===== config.mk =====
export PLATFORM = sky130hd
export DESIGN_NAME = lifo_stack_with_indexed_access_top
export DESIGN_NICKNAME = d
export VERILOG_FILES = /design/src/hw/rtl/lsia_pkg.sv /design/src/hw/rtl/lsia_ram.sv /design/src/hw/rtl/lsia_front.sv /design/src/hw/rtl/lsia_queue.sv /design/src/hw/rtl/lsia_back.sv /design/src/hw/rtl/lifo_stack_with_indexed_access_top.sv
export SDC_FILE = /design/constraint.sdc
export NUM_CORES = 1
export LEC_CHECK = 0
export BUFFER_PORTS_ARGS = -buffer_cell sky130_fd_sc_hd__buf_2
export CAP_MARGIN = 20
export CORE_ASPECT_RATIO = 0.7
export CORE_MARGIN = 2
export CORE_UTILIZATION = 45
export DETAILED_ROUTE_END_ITERATION = 10
export GPL_TIMING_DRIVEN = 0
export PLACE_DENSITY_LB_ADDON = 0.2
export SLEW_MARGIN = 30
export SYNTH_ARGS = -nofsm -noshare
export SYNTH_HDL_FRONTEND = slang
export SYNTH_SLANG_ARGS = --single-unit

===== constraint.sdc =====
create_clock -name aclk -period 2.7 [get_ports aclk]
set_input_delay 0.675 -clock aclk [delete_from_list [all_inputs] [get_ports aclk]]
set_output_delay 0.675 -clock aclk [all_outputs]
set_load 0.02 [all_outputs]

===== src/hw/rtl/lsia_pkg.sv =====
`timescale 1ns / 1ps
// ----------------------------------------------------------------------------
// LIFO stack package
// Sizes, command and status codes, and the decoded operation that passes
// from the front end to the back end of the stack.
// ----------------------------------------------------------------------------
package lsia_pkg;

    localparam int Depth      = 16;
    localparam int DataW      = 8;
    localparam int CountW     = $clog2(Depth + 1);
    localparam int AddrW      = $clog2(Depth);
    localparam int IndexW     = 4;
    localparam int CmdW       = 3;
    localparam int StatusW    = 2;
    localparam int CmpW       = (CountW > IndexW) ? CountW : IndexW;
    localparam int QueueDepth = 2;
    localparam int QueuePtrW  = $clog2(QueueDepth);
    localparam int QueueCntW  = $clog2(QueueDepth + 1);

    typedef enum logic [CmdW-1:0] {
        CMD_PUSH   = CmdW'(0),
        CMD_POP    = CmdW'(1),
        CMD_READ   = CmdW'(2),
        CMD_UPDATE = CmdW'(3),
        CMD_SWAP   = CmdW'(4)
    } cmd_t;

    typedef enum logic [StatusW-1:0] {
        ST_OK    = StatusW'(0),
        ST_FULL  = StatusW'(1),
        ST_EMPTY = StatusW'(2),
        ST_RANGE = StatusW'(3)
    } status_t;

    typedef enum logic [1:0] {
        OP_NONE,
        OP_WRITE,
        OP_READ,
        OP_SWAP
    } op_kind_t;

    typedef enum logic [1:0] {
        BK_IDLE,
        BK_READ,
        BK_SWAP_A,
        BK_SWAP_B
    } back_state_t;

    typedef struct packed {
        op_kind_t              kind;
        logic [AddrW-1:0]      addr_a;
        logic [AddrW-1:0]      addr_b;
        logic [DataW-1:0]      data;
        status_t               status;
        logic [CountW-1:0]     count;
    } op_t;

endpackage


===== src/hw/rtl/lsia_ram.sv =====
`timescale 1ns / 1ps
// ----------------------------------------------------------------------------
// Generic RAM
// One write port and two read ports with registered read data.
// ----------------------------------------------------------------------------
module lsia_ram #(
    parameter int Width = 8,
    parameter int Depth = 16,
    localparam int AddrW = $clog2(Depth)
) (
    input  logic             aclk,
    input  logic             we,
    input  logic [AddrW-1:0] waddr,
    input  logic [Width-1:0] wdata,
    input  logic             re,
    input  logic [AddrW-1:0] raddr_a,
    input  logic [AddrW-1:0] raddr_b,
    output logic [Width-1:0] rdata_a,
    output logic [Width-1:0] rdata_b
);

    logic [Width-1:0] mem [Depth];

    always_ff @(posedge aclk) begin
        if (we) begin
            mem[waddr] <= wdata;
        end
        if (re) begin
            rdata_a <= mem[raddr_a];
            rdata_b <= mem[raddr_b];
        end
    end

endmodule


===== src/hw/rtl/lsia_front.sv =====
`timescale 1ns / 1ps
// ----------------------------------------------------------------------------
// LIFO stack front end
// Accepts commands, keeps the word count and decides status, store slots and
// the count after each command.
// ----------------------------------------------------------------------------
module lsia_front (
    input  logic                         aclk,
    input  logic                         aresetn,
    input  logic                         s_valid,
    output logic                         s_ready,
    input  logic [lsia_pkg::CmdW-1:0]    s_cmd,
    input  logic [lsia_pkg::DataW-1:0]   s_data_in,
    input  logic [lsia_pkg::IndexW-1:0]  s_index_a,
    input  logic [lsia_pkg::IndexW-1:0]  s_index_b,
    input  logic                         q_full,
    output logic                         q_push,
    output lsia_pkg::op_t                q_op
);

    logic [lsia_pkg::CountW-1:0] count_reg;
    logic [lsia_pkg::CountW-1:0] count_next;
    logic [lsia_pkg::CmpW-1:0]   cnt_ext;
    logic [lsia_pkg::CmpW-1:0]   ia_ext;
    logic [lsia_pkg::CmpW-1:0]   ib_ext;
    logic [lsia_pkg::CmpW-1:0]   slot_a;
    logic [lsia_pkg::CmpW-1:0]   slot_b;
    logic [lsia_pkg::CountW-1:0] top_slot;
    logic                        empty;
    logic                        full;

    assign s_ready = !q_full;
    assign q_push  = s_valid && !q_full;

    always_comb begin
        cnt_ext  = lsia_pkg::CmpW'(count_reg);
        ia_ext   = lsia_pkg::CmpW'(s_index_a);
        ib_ext   = lsia_pkg::CmpW'(s_index_b);
        slot_a   = cnt_ext - lsia_pkg::CmpW'(1) - ia_ext;
        slot_b   = cnt_ext - lsia_pkg::CmpW'(1) - ib_ext;
        top_slot = count_reg - lsia_pkg::CountW'(1);
        empty    = (count_reg == '0);
        full     = (count_reg >= lsia_pkg::CountW'(lsia_pkg::Depth));

        count_next    = count_reg;
        q_op.kind     = lsia_pkg::OP_NONE;
        q_op.addr_a   = slot_a[lsia_pkg::AddrW-1:0];
        q_op.addr_b   = slot_b[lsia_pkg::AddrW-1:0];
        q_op.data     = s_data_in;
        q_op.status   = lsia_pkg::ST_OK;

        case (lsia_pkg::cmd_t'(s_cmd))
            lsia_pkg::CMD_PUSH: begin
                if (full) begin
                    q_op.status = lsia_pkg::ST_FULL;
                end else begin
                    q_op.kind   = lsia_pkg::OP_WRITE;
                    q_op.addr_a = count_reg[lsia_pkg::AddrW-1:0];
                    count_next  = count_reg + lsia_pkg::CountW'(1);
                end
            end
            lsia_pkg::CMD_POP: begin
                if (empty) begin
                    q_op.status = lsia_pkg::ST_EMPTY;
                end else begin
                    q_op.kind   = lsia_pkg::OP_READ;
                    q_op.addr_a = top_slot[lsia_pkg::AddrW-1:0];
                    count_next  = top_slot;
                end
            end
            lsia_pkg::CMD_READ, lsia_pkg::CMD_UPDATE: begin
                if (empty) begin
                    q_op.status = lsia_pkg::ST_EMPTY;
                end else if (ia_ext >= cnt_ext) begin
                    q_op.status = lsia_pkg::ST_RANGE;
                end else if (lsia_pkg::cmd_t'(s_cmd) == lsia_pkg::CMD_READ) begin
                    q_op.kind = lsia_pkg::OP_READ;
                end else begin
                    q_op.kind = lsia_pkg::OP_WRITE;
                end
            end
            lsia_pkg::CMD_SWAP: begin
                if (empty) begin
                    q_op.status = lsia_pkg::ST_EMPTY;
                end else if (ia_ext >= cnt_ext || ib_ext >= cnt_ext) begin
                    q_op.status = lsia_pkg::ST_RANGE;
                end else begin
                    q_op.kind = lsia_pkg::OP_SWAP;
                end
            end
            default: begin
                q_op.kind = lsia_pkg::OP_NONE;
            end
        endcase

        q_op.count = count_next;
    end

    always_ff @(posedge aclk) begin
        if (!aresetn) begin
            count_reg <= '0;
        end else if (q_push) begin
            count_reg <= count_next;
        end
    end

endmodule


===== src/hw/rtl/lsia_queue.sv =====
`timescale 1ns / 1ps
// ----------------------------------------------------------------------------
// LIFO stack operation queue
// A short queue of decoded operations between the front and back ends.
// ----------------------------------------------------------------------------
module lsia_queue (
    input  logic          aclk,
    input  logic          aresetn,
    input  logic          q_push,
    input  lsia_pkg::op_t q_op,
    output logic          q_full,
    input  logic          q_pop,
    output logic          q_valid,
    output lsia_pkg::op_t q_head
);

    lsia_pkg::op_t                  entry_reg [lsia_pkg::QueueDepth];
    logic [lsia_pkg::QueuePtrW-1:0] wr_ptr_reg;
    logic [lsia_pkg::QueuePtrW-1:0] wr_ptr_next;
    logic [lsia_pkg::QueuePtrW-1:0] rd_ptr_reg;
    logic [lsia_pkg::QueuePtrW-1:0] rd_ptr_next;
    logic [lsia_pkg::QueueCntW-1:0] fill_reg;
    logic [lsia_pkg::QueueCntW-1:0] fill_next;

    assign q_full  = (fill_reg == lsia_pkg::QueueCntW'(lsia_pkg::QueueDepth));
    assign q_valid = (fill_reg != '0);
    assign q_head  = entry_reg[rd_ptr_reg];

    always_comb begin
        wr_ptr_next = wr_ptr_reg;
        rd_ptr_next = rd_ptr_reg;
        fill_next   = fill_reg;
        if (q_push) begin
            wr_ptr_next = (wr_ptr_reg == lsia_pkg::QueuePtrW'(lsia_pkg::QueueDepth - 1))
                        ? '0 : wr_ptr_reg + lsia_pkg::QueuePtrW'(1);
        end
        if (q_pop) begin
            rd_ptr_next = (rd_ptr_reg == lsia_pkg::QueuePtrW'(lsia_pkg::QueueDepth - 1))
                        ? '0 : rd_ptr_reg + lsia_pkg::QueuePtrW'(1);
        end
        if (q_push && !q_pop) begin
            fill_next = fill_reg + lsia_pkg::QueueCntW'(1);
        end else if (q_pop && !q_push) begin
            fill_next = fill_reg - lsia_pkg::QueueCntW'(1);
        end
    end

    always_ff @(posedge aclk) begin
        if (!aresetn) begin
            wr_ptr_reg <= '0;
            rd_ptr_reg <= '0;
            fill_reg   <= '0;
        end else begin
            wr_ptr_reg <= wr_ptr_next;
            rd_ptr_reg <= rd_ptr_next;
            fill_reg   <= fill_next;
        end
    end

    always_ff @(posedge aclk) begin
        if (q_push) begin
            entry_reg[wr_ptr_reg] <= q_op;
        end
    end

endmodule


===== src/hw/rtl/lsia_back.sv =====
`timescale 1ns / 1ps
// ----------------------------------------------------------------------------
// LIFO stack back end
// Carries out decoded operations on the stack RAM and holds the result beat
// in an output register.
// ----------------------------------------------------------------------------
module lsia_back (
    input  logic                          aclk,
    input  logic                          aresetn,
    input  logic                          q_valid,
    input  lsia_pkg::op_t                 q_head,
    output logic                          q_pop,
    output logic                          m_valid,
    input  logic                          m_ready,
    output logic [lsia_pkg::StatusW-1:0]  m_status,
    output logic [lsia_pkg::DataW-1:0]    m_data_out,
    output logic [lsia_pkg::CountW-1:0]   m_count
);

    lsia_pkg::back_state_t         state_reg;
    lsia_pkg::back_state_t         state_next;
    lsia_pkg::op_t                 op_reg;
    lsia_pkg::op_t                 op_next;
    logic                          m_valid_reg;
    logic                          m_valid_next;
    lsia_pkg::status_t             m_status_reg;
    lsia_pkg::status_t             m_status_next;
    logic [lsia_pkg::DataW-1:0]    m_data_reg;
    logic [lsia_pkg::DataW-1:0]    m_data_next;
    logic [lsia_pkg::CountW-1:0]   m_count_reg;
    logic [lsia_pkg::CountW-1:0]   m_count_next;

    logic                          out_free;
    logic                          out_load;
    logic                          ram_we;
    logic [lsia_pkg::AddrW-1:0]    ram_waddr;
    logic [lsia_pkg::DataW-1:0]    ram_wdata;
    logic                          ram_re;
    logic [lsia_pkg::AddrW-1:0]    ram_raddr_a;
    logic [lsia_pkg::AddrW-1:0]    ram_raddr_b;
    logic [lsia_pkg::DataW-1:0]    ram_rdata_a;
    logic [lsia_pkg::DataW-1:0]    ram_rdata_b;

    lsia_ram #(
        .Width (lsia_pkg::DataW),
        .Depth (lsia_pkg::Depth)
    ) u_store (
        .aclk    (aclk),
        .we      (ram_we),
        .waddr   (ram_waddr),
        .wdata   (ram_wdata),
        .re      (ram_re),
        .raddr_a (ram_raddr_a),
        .raddr_b (ram_raddr_b),
        .rdata_a (ram_rdata_a),
        .rdata_b (ram_rdata_b)
    );

    assign out_free   = !m_valid_reg || m_ready;
    assign m_valid    = m_valid_reg;
    assign m_status   = m_status_reg;
    assign m_data_out = m_data_reg;
    assign m_count    = m_count_reg;

    always_comb begin
        state_next    = state_reg;
        op_next       = op_reg;
        q_pop         = 1'b0;
        out_load      = 1'b0;
        m_status_next = m_status_reg;
        m_data_next   = m_data_reg;
        m_count_next  = m_count_reg;
        ram_we        = 1'b0;
        ram_waddr     = q_head.addr_a;
        ram_wdata     = q_head.data;
        ram_re        = 1'b0;
        ram_raddr_a   = q_head.addr_a;
        ram_raddr_b   = q_head.addr_b;

        case (state_reg)
            lsia_pkg::BK_IDLE: begin
                if (q_valid && out_free) begin
                    q_pop   = 1'b1;
                    op_next = q_head;
                    case (q_head.kind)
                        lsia_pkg::OP_WRITE: begin
                            ram_we        = 1'b1;
                            out_load      = 1'b1;
                            m_status_next = q_head.status;
                            m_data_next   = '0;
                            m_count_next  = q_head.count;
                        end
                        lsia_pkg::OP_READ: begin
                            ram_re     = 1'b1;
                            state_next = lsia_pkg::BK_READ;
                        end
                        lsia_pkg::OP_SWAP: begin
                            ram_re     = 1'b1;
                            state_next = lsia_pkg::BK_SWAP_A;
                        end
                        default: begin
                            out_load      = 1'b1;
                            m_status_next = q_head.status;
                            m_data_next   = '0;
                            m_count_next  = q_head.count;
                        end
                    endcase
                end
            end
            lsia_pkg::BK_READ: begin
                out_load      = 1'b1;
                m_status_next = op_reg.status;
                m_data_next   = ram_rdata_a;
                m_count_next  = op_reg.count;
                state_next    = lsia_pkg::BK_IDLE;
            end
            lsia_pkg::BK_SWAP_A: begin
                ram_we     = 1'b1;
                ram_waddr  = op_reg.addr_a;
                ram_wdata  = ram_rdata_b;
                state_next = lsia_pkg::BK_SWAP_B;
            end
            lsia_pkg::BK_SWAP_B: begin
                ram_we        = 1'b1;
                ram_waddr     = op_reg.addr_b;
                ram_wdata     = ram_rdata_a;
                out_load      = 1'b1;
                m_status_next = op_reg.status;
                m_data_next   = '0;
                m_count_next  = op_reg.count;
                state_next    = lsia_pkg::BK_IDLE;
            end
            default: begin
                state_next = lsia_pkg::BK_IDLE;
            end
        endcase

        if (out_load) begin
            m_valid_next = 1'b1;
        end else if (m_ready) begin
            m_valid_next = 1'b0;
        end else begin
            m_valid_next = m_valid_reg;
        end
    end

    always_ff @(posedge aclk) begin
        if (!aresetn) begin
            state_reg   <= lsia_pkg::BK_IDLE;
            m_valid_reg <= 1'b0;
        end else begin
            state_reg   <= state_next;
            m_valid_reg <= m_valid_next;
        end
    end

    always_ff @(posedge aclk) begin
        op_reg       <= op_next;
        m_status_reg <= m_status_next;
        m_data_reg   <= m_data_next;
        m_count_reg  <= m_count_next;
    end

endmodule


===== src/hw/rtl/lifo_stack_with_indexed_access_top.sv =====
`timescale 1ns / 1ps
// ----------------------------------------------------------------------------
// LIFO stack with indexed access
// Each command beat on the s_ channel (push, pop, read, update or swap, with
// a data word and two depth indices counted from the top) gives exactly one
// result beat on the m_ channel with a status, a data word and the count of
// stored words after the command. Results leave in command order.
// The front end accepts a beat whenever its two-entry operation queue has
// room and settles status and count at once; the back end then works on the
// stack RAM. Push, update, errors and unused codes go from the queue to the
// output register, one beat per cycle while m_ready is high; pop and read
// pass through BK_READ for the registered RAM read, and swap through
// BK_SWAP_A and BK_SWAP_B for two writes through the single RAM write port.
// The back end takes the next operation only once back in its idle state.
// When the receiver holds m_ready low the result stays in the output
// register, the back end stops and the queue fills, after which s_ready
// drops. Reset empties the stack and the queue and clears m_valid; the RAM
// contents are left as they are, as only slots below the count are read.
// ----------------------------------------------------------------------------
module lifo_stack_with_indexed_access_top (
    input  logic                          aclk,
    input  logic                          aresetn,
    input  logic                          s_valid,
    output logic                          s_ready,
    input  logic [lsia_pkg::CmdW-1:0]     s_cmd,
    input  logic [lsia_pkg::DataW-1:0]    s_data_in,
    input  logic [lsia_pkg::IndexW-1:0]   s_index_a,
    input  logic [lsia_pkg::IndexW-1:0]   s_index_b,
    output logic                          m_valid,
    input  logic                          m_ready,
    output logic [lsia_pkg::StatusW-1:0]  m_status,
    output logic [lsia_pkg::DataW-1:0]    m_data_out,
    output logic [lsia_pkg::CountW-1:0]   m_count
);

    logic          q_push;
    logic          q_full;
    logic          q_pop;
    logic          q_valid;
    lsia_pkg::op_t q_op;
    lsia_pkg::op_t q_head;

    lsia_front u_front (
        .aclk      (aclk),
        .aresetn   (aresetn),
        .s_valid   (s_valid),
        .s_ready   (s_ready),
        .s_cmd     (s_cmd),
        .s_data_in (s_data_in),
        .s_index_a (s_index_a),
        .s_index_b (s_index_b),
        .q_full    (q_full),
        .q_push    (q_push),
        .q_op      (q_op)
    );

    lsia_queue u_queue (
        .aclk    (aclk),
        .aresetn (aresetn),
        .q_push  (q_push),
        .q_op    (q_op),
        .q_full  (q_full),
        .q_pop   (q_pop),
        .q_valid (q_valid),
        .q_head  (q_head)
    );

    lsia_back u_back (
        .aclk       (aclk),
        .aresetn    (aresetn),
        .q_valid    (q_valid),
        .q_head     (q_head),
        .q_pop      (q_pop),
        .m_valid    (m_valid),
        .m_ready    (m_ready),
        .m_status   (m_status),
        .m_data_out (m_data_out),
        .m_count    (m_count)
    );

endmodule


==> results.tsv <==
stage	metric	value	unit
status	status	complete, no violations	
layout	mostFrequentLayoutCells	edfxtp_1 (224), nand2_1 (90), mux4_2 (62)	
detailed_routing	wl_per_cell	24.60	um
worst_setup_path	cpPeakStageDelay	0.41	ns
yosys	yosys.area.top_type	edfxtp_1	
grt	gr-total-overflow	0	
placed_design	post-place-cells	1088	
die	core_area	23880	um^2
cts	max-clock-path-buffers	3	
detailed_routing	first_pass_iters	7	
die	die_y	135.2	um
worst_setup_path	critical_path.cell_chain	buf_4 -> or3b_4 -> a2111oi_4 -> o2bb2ai_1 -> nand2_1 -> nor2_4	
sta	fin_crit	2.663	ns
pwr	swShare	0.3384	
sta	setup_viol_count_final	0	
detailed_routing	drc_errors	0	
worst_setup_path	crit_type	reg -> reg	
yosys	synth_compound_area_frac	0.06059	
cts	cts_num_sinks	237	
grt	grt_use_total	0.2242	
sta	fin_ws	0.03666	ns
die	boundaryPins	40	
worst_setup_path	cp_max_fo	10	
yosys	syn_avg_cell_area	15.18	um^2
yosys	ys_types	54	
yosys	syn-num-nets	772	
sta	maxSlewHeadroom	0.3702	
yosys	synth-simple-area-share	0.08671	
pwr	pwr-share-seq	0.405	
yosys	yosys.area_share.xor_xnor	0.009496	
grt	grt_pass1_vias	6931	
cts	clk_pin_slew	0.06	ns
yosys	yosysTopAreaCellShare	0.6077	
die	die_area	25890	um^2
pwr	comb_power_share	0.344	
sta	finalHoldViolCount	0	
detailed_routing	drt_iter0_drc	888	
placed_design	pre_cts_ws	-0.4341	ns
worst_setup_path	critPathSlowestCell	or3b_4	
yosys	ys_warn_count	0	
worst_setup_path	crit_arrival	2.83	ns
job	max_cap_violations	0	
yosys	synth-seq-area-share	0.6312	
worst_setup_path	critPathCaptureType	flop	
yosys	synth.cell_area	11070	um^2
die	die_w	191.5	um
pwr	power_density	1021	nW/um^2
sta	worst-slew-pin-transition	0.9406	ns
yosys	yosys.area_share.adder	0.02397	
cts	insertion_delay	0.52	ns
sta	rsz0062_at_grt	true	
die	start_util	0.4636	
yosys	synthCells	729	
pwr	switchingPower	4.427	mW
yosys	synth-seq-cells	237	
yosys	synth-edff-count	224	
grt	grt_pass1_wl	42660	um
detailed_routing	drtAntennaViolNets	0	
pwr	ir_worst_vdd	0.4945	mV
pwr	power	13.08	mW
cts	hold_buffers	0	
layout	final_nets	840	
sta	skew	0.02111	ns
placed_design	port_buffers	39	
cts	root_buffer	clkbuf_16	
cts	htree_num_levels	1	
yosys	muxShareOfSynthArea	0.1627	
pwr	p_leak	4.294	nW
layout	layout_commonest_cell	edfxtp_1	
yosys	yosys-top-cells-area	edfxtp_1 (61%), mux4_2 (13%), nand2_1 (3.1%), dfxtp_1 (2.4%), ha_1 (2.0%)	
placed_design	dp_hpwl	20070	um
yosys	async_flop_share	0	
worst_setup_path	required	2.87	ns
layout	area_delta_synth_final	15.83	%
sta	maxSlewViolCount	0	
worst_hold_path	worst_hold_path_type	in -> reg	
layout	antenna_cells	0	
detailed_routing	num_vias	6983	
layout	layout-drive-gt1-share	0.2847	
yosys	synth-main-ff-cell	edfxtp_1	
worst_setup_path	start_kind	flop	
yosys	synth_top_family_by_area	multiplexers	
sta	post-route-period-util	0.9864	
pwr	p_int	8.657	mW
layout	final_area	12820	um^2
worst_setup_path	crit_family	simple AND/OR/NAND/NOR gates	
detailed_routing	drt_wl_total	27870	um
grt	grt_max_degree	26	
cts	cts_tree	built	
placed_design	place_area	11760	um^2
die	rows	47	
sta	fmax	375.5	MHz
layout	fin_cells	1133	
cts	cts_made_buffers	24	
layout	largest_reg_flops	128	
pwr	p_clk_frac	0.251	
grt	antenna_found_initial	0	
placed_design	gp_congestion	0.9383	
detailed_routing	via_per_inst	6.163	
worst_setup_path	path_buf_inv	1	
[power by group through the flow]
stage / logic [mW] / clock network (mW) / registers, mW
after CTS: 4.36 / 3.33 / 5.30
after detailed placement: 4.19 / 0 / 5.38
after global placement: 4.00 / 0 / 5.36
final: 4.50 / 3.29 / 5.30
after global routing: 4.82 / 3.47 / 5.36
after floorplan: 2.60 / 0 / 5.46
[final cells by class]
class	count	area [um^2]
Buffer	31	182.7
Tap cell	318	397.9
Multi-Input combinational cell	434	4083
Fill cell	1914	11060
Clock buffer	36	716.9
Sequential cell	237	6992
Inverter	26	98.84
Timing Repair Buffer	43	274.0
Clock inverter	8	75.07
[final timing paths]
check	startpoint	to	slack [ns]	depth (start not counted)
setup / recovery	flop	u_back.u_store.mem[13][7]	0.04	6
hold / removal	s_data_in[7]	u_queue.entry_reg[0][14]	0.35	1
setup reg to reg	flop	u_back.u_store.mem[13][7]	0.04	6
hold reg to reg	u_queue.fill_reg[1]	u_queue.fill_reg[1]	0.55	2
[logic make-up after synthesis]
logic type      after synthesis
flops                       237
fa+ha+maj                    20
buf+inv                      58
compound gates               99
xor+xnor                     12
mux                          97
simple gates                206
[worst register-to-register path, stage by stage (launching register included)]
cell       delay [ns]
dfxtp_1          0.34
buf_4            0.19
or3b_4           0.42
a2111oi_4        0.40
o2bb2ai_1        0.19
nand2_1          0.37
nor2_4           0.41
[per-stage QoR]
| step | TNS, ns | util | hold WS [ns] |
|---|---|---|---|
| final | 0 | 0.5369 | 0.3529 |
| after global routing | -0.5697 | 0.5369 | 0.3526 |
| after CTS | -9.709 | 0.5313 | 0.3442 |
| after detailed placement | -39.13 | 0.4923 | 0.5250 |
| after global placement | -94.95 | 0.4885 | 0.4910 |
| after floorplan | 0 | - | 0.4780 |
[synth_stat cells (11+ instances only)]
cell type    n
nand4_1     16
inv_1       25
mux2_2      17
and2_1      12
ha_1        18
nor2b_1     15
buf_2       11
edfxtp_1   224
a21oi_1     18
nand2_1     92
mux2i_1     16
o21ai_0     22
mux4_2      62
nor2_1      42
dfxtp_1     13
[what timing repair did]
action / CTS / global route
buffers inserted: 2 / 0
resized for setup: 22 / 34
endpoints found under the setup margin: 260 / 211
[metal layers]
metal,global-route usage,vias to the layer above,share of wire
li1,-,2984,-
met1,0.3512,3594,0.46
met2,0.3235,361,0.43
met3,0.05025,44,0.097
met4,0.04145,0,0.017
met5,0,-,0
Power figures use the tool's default switching activity.
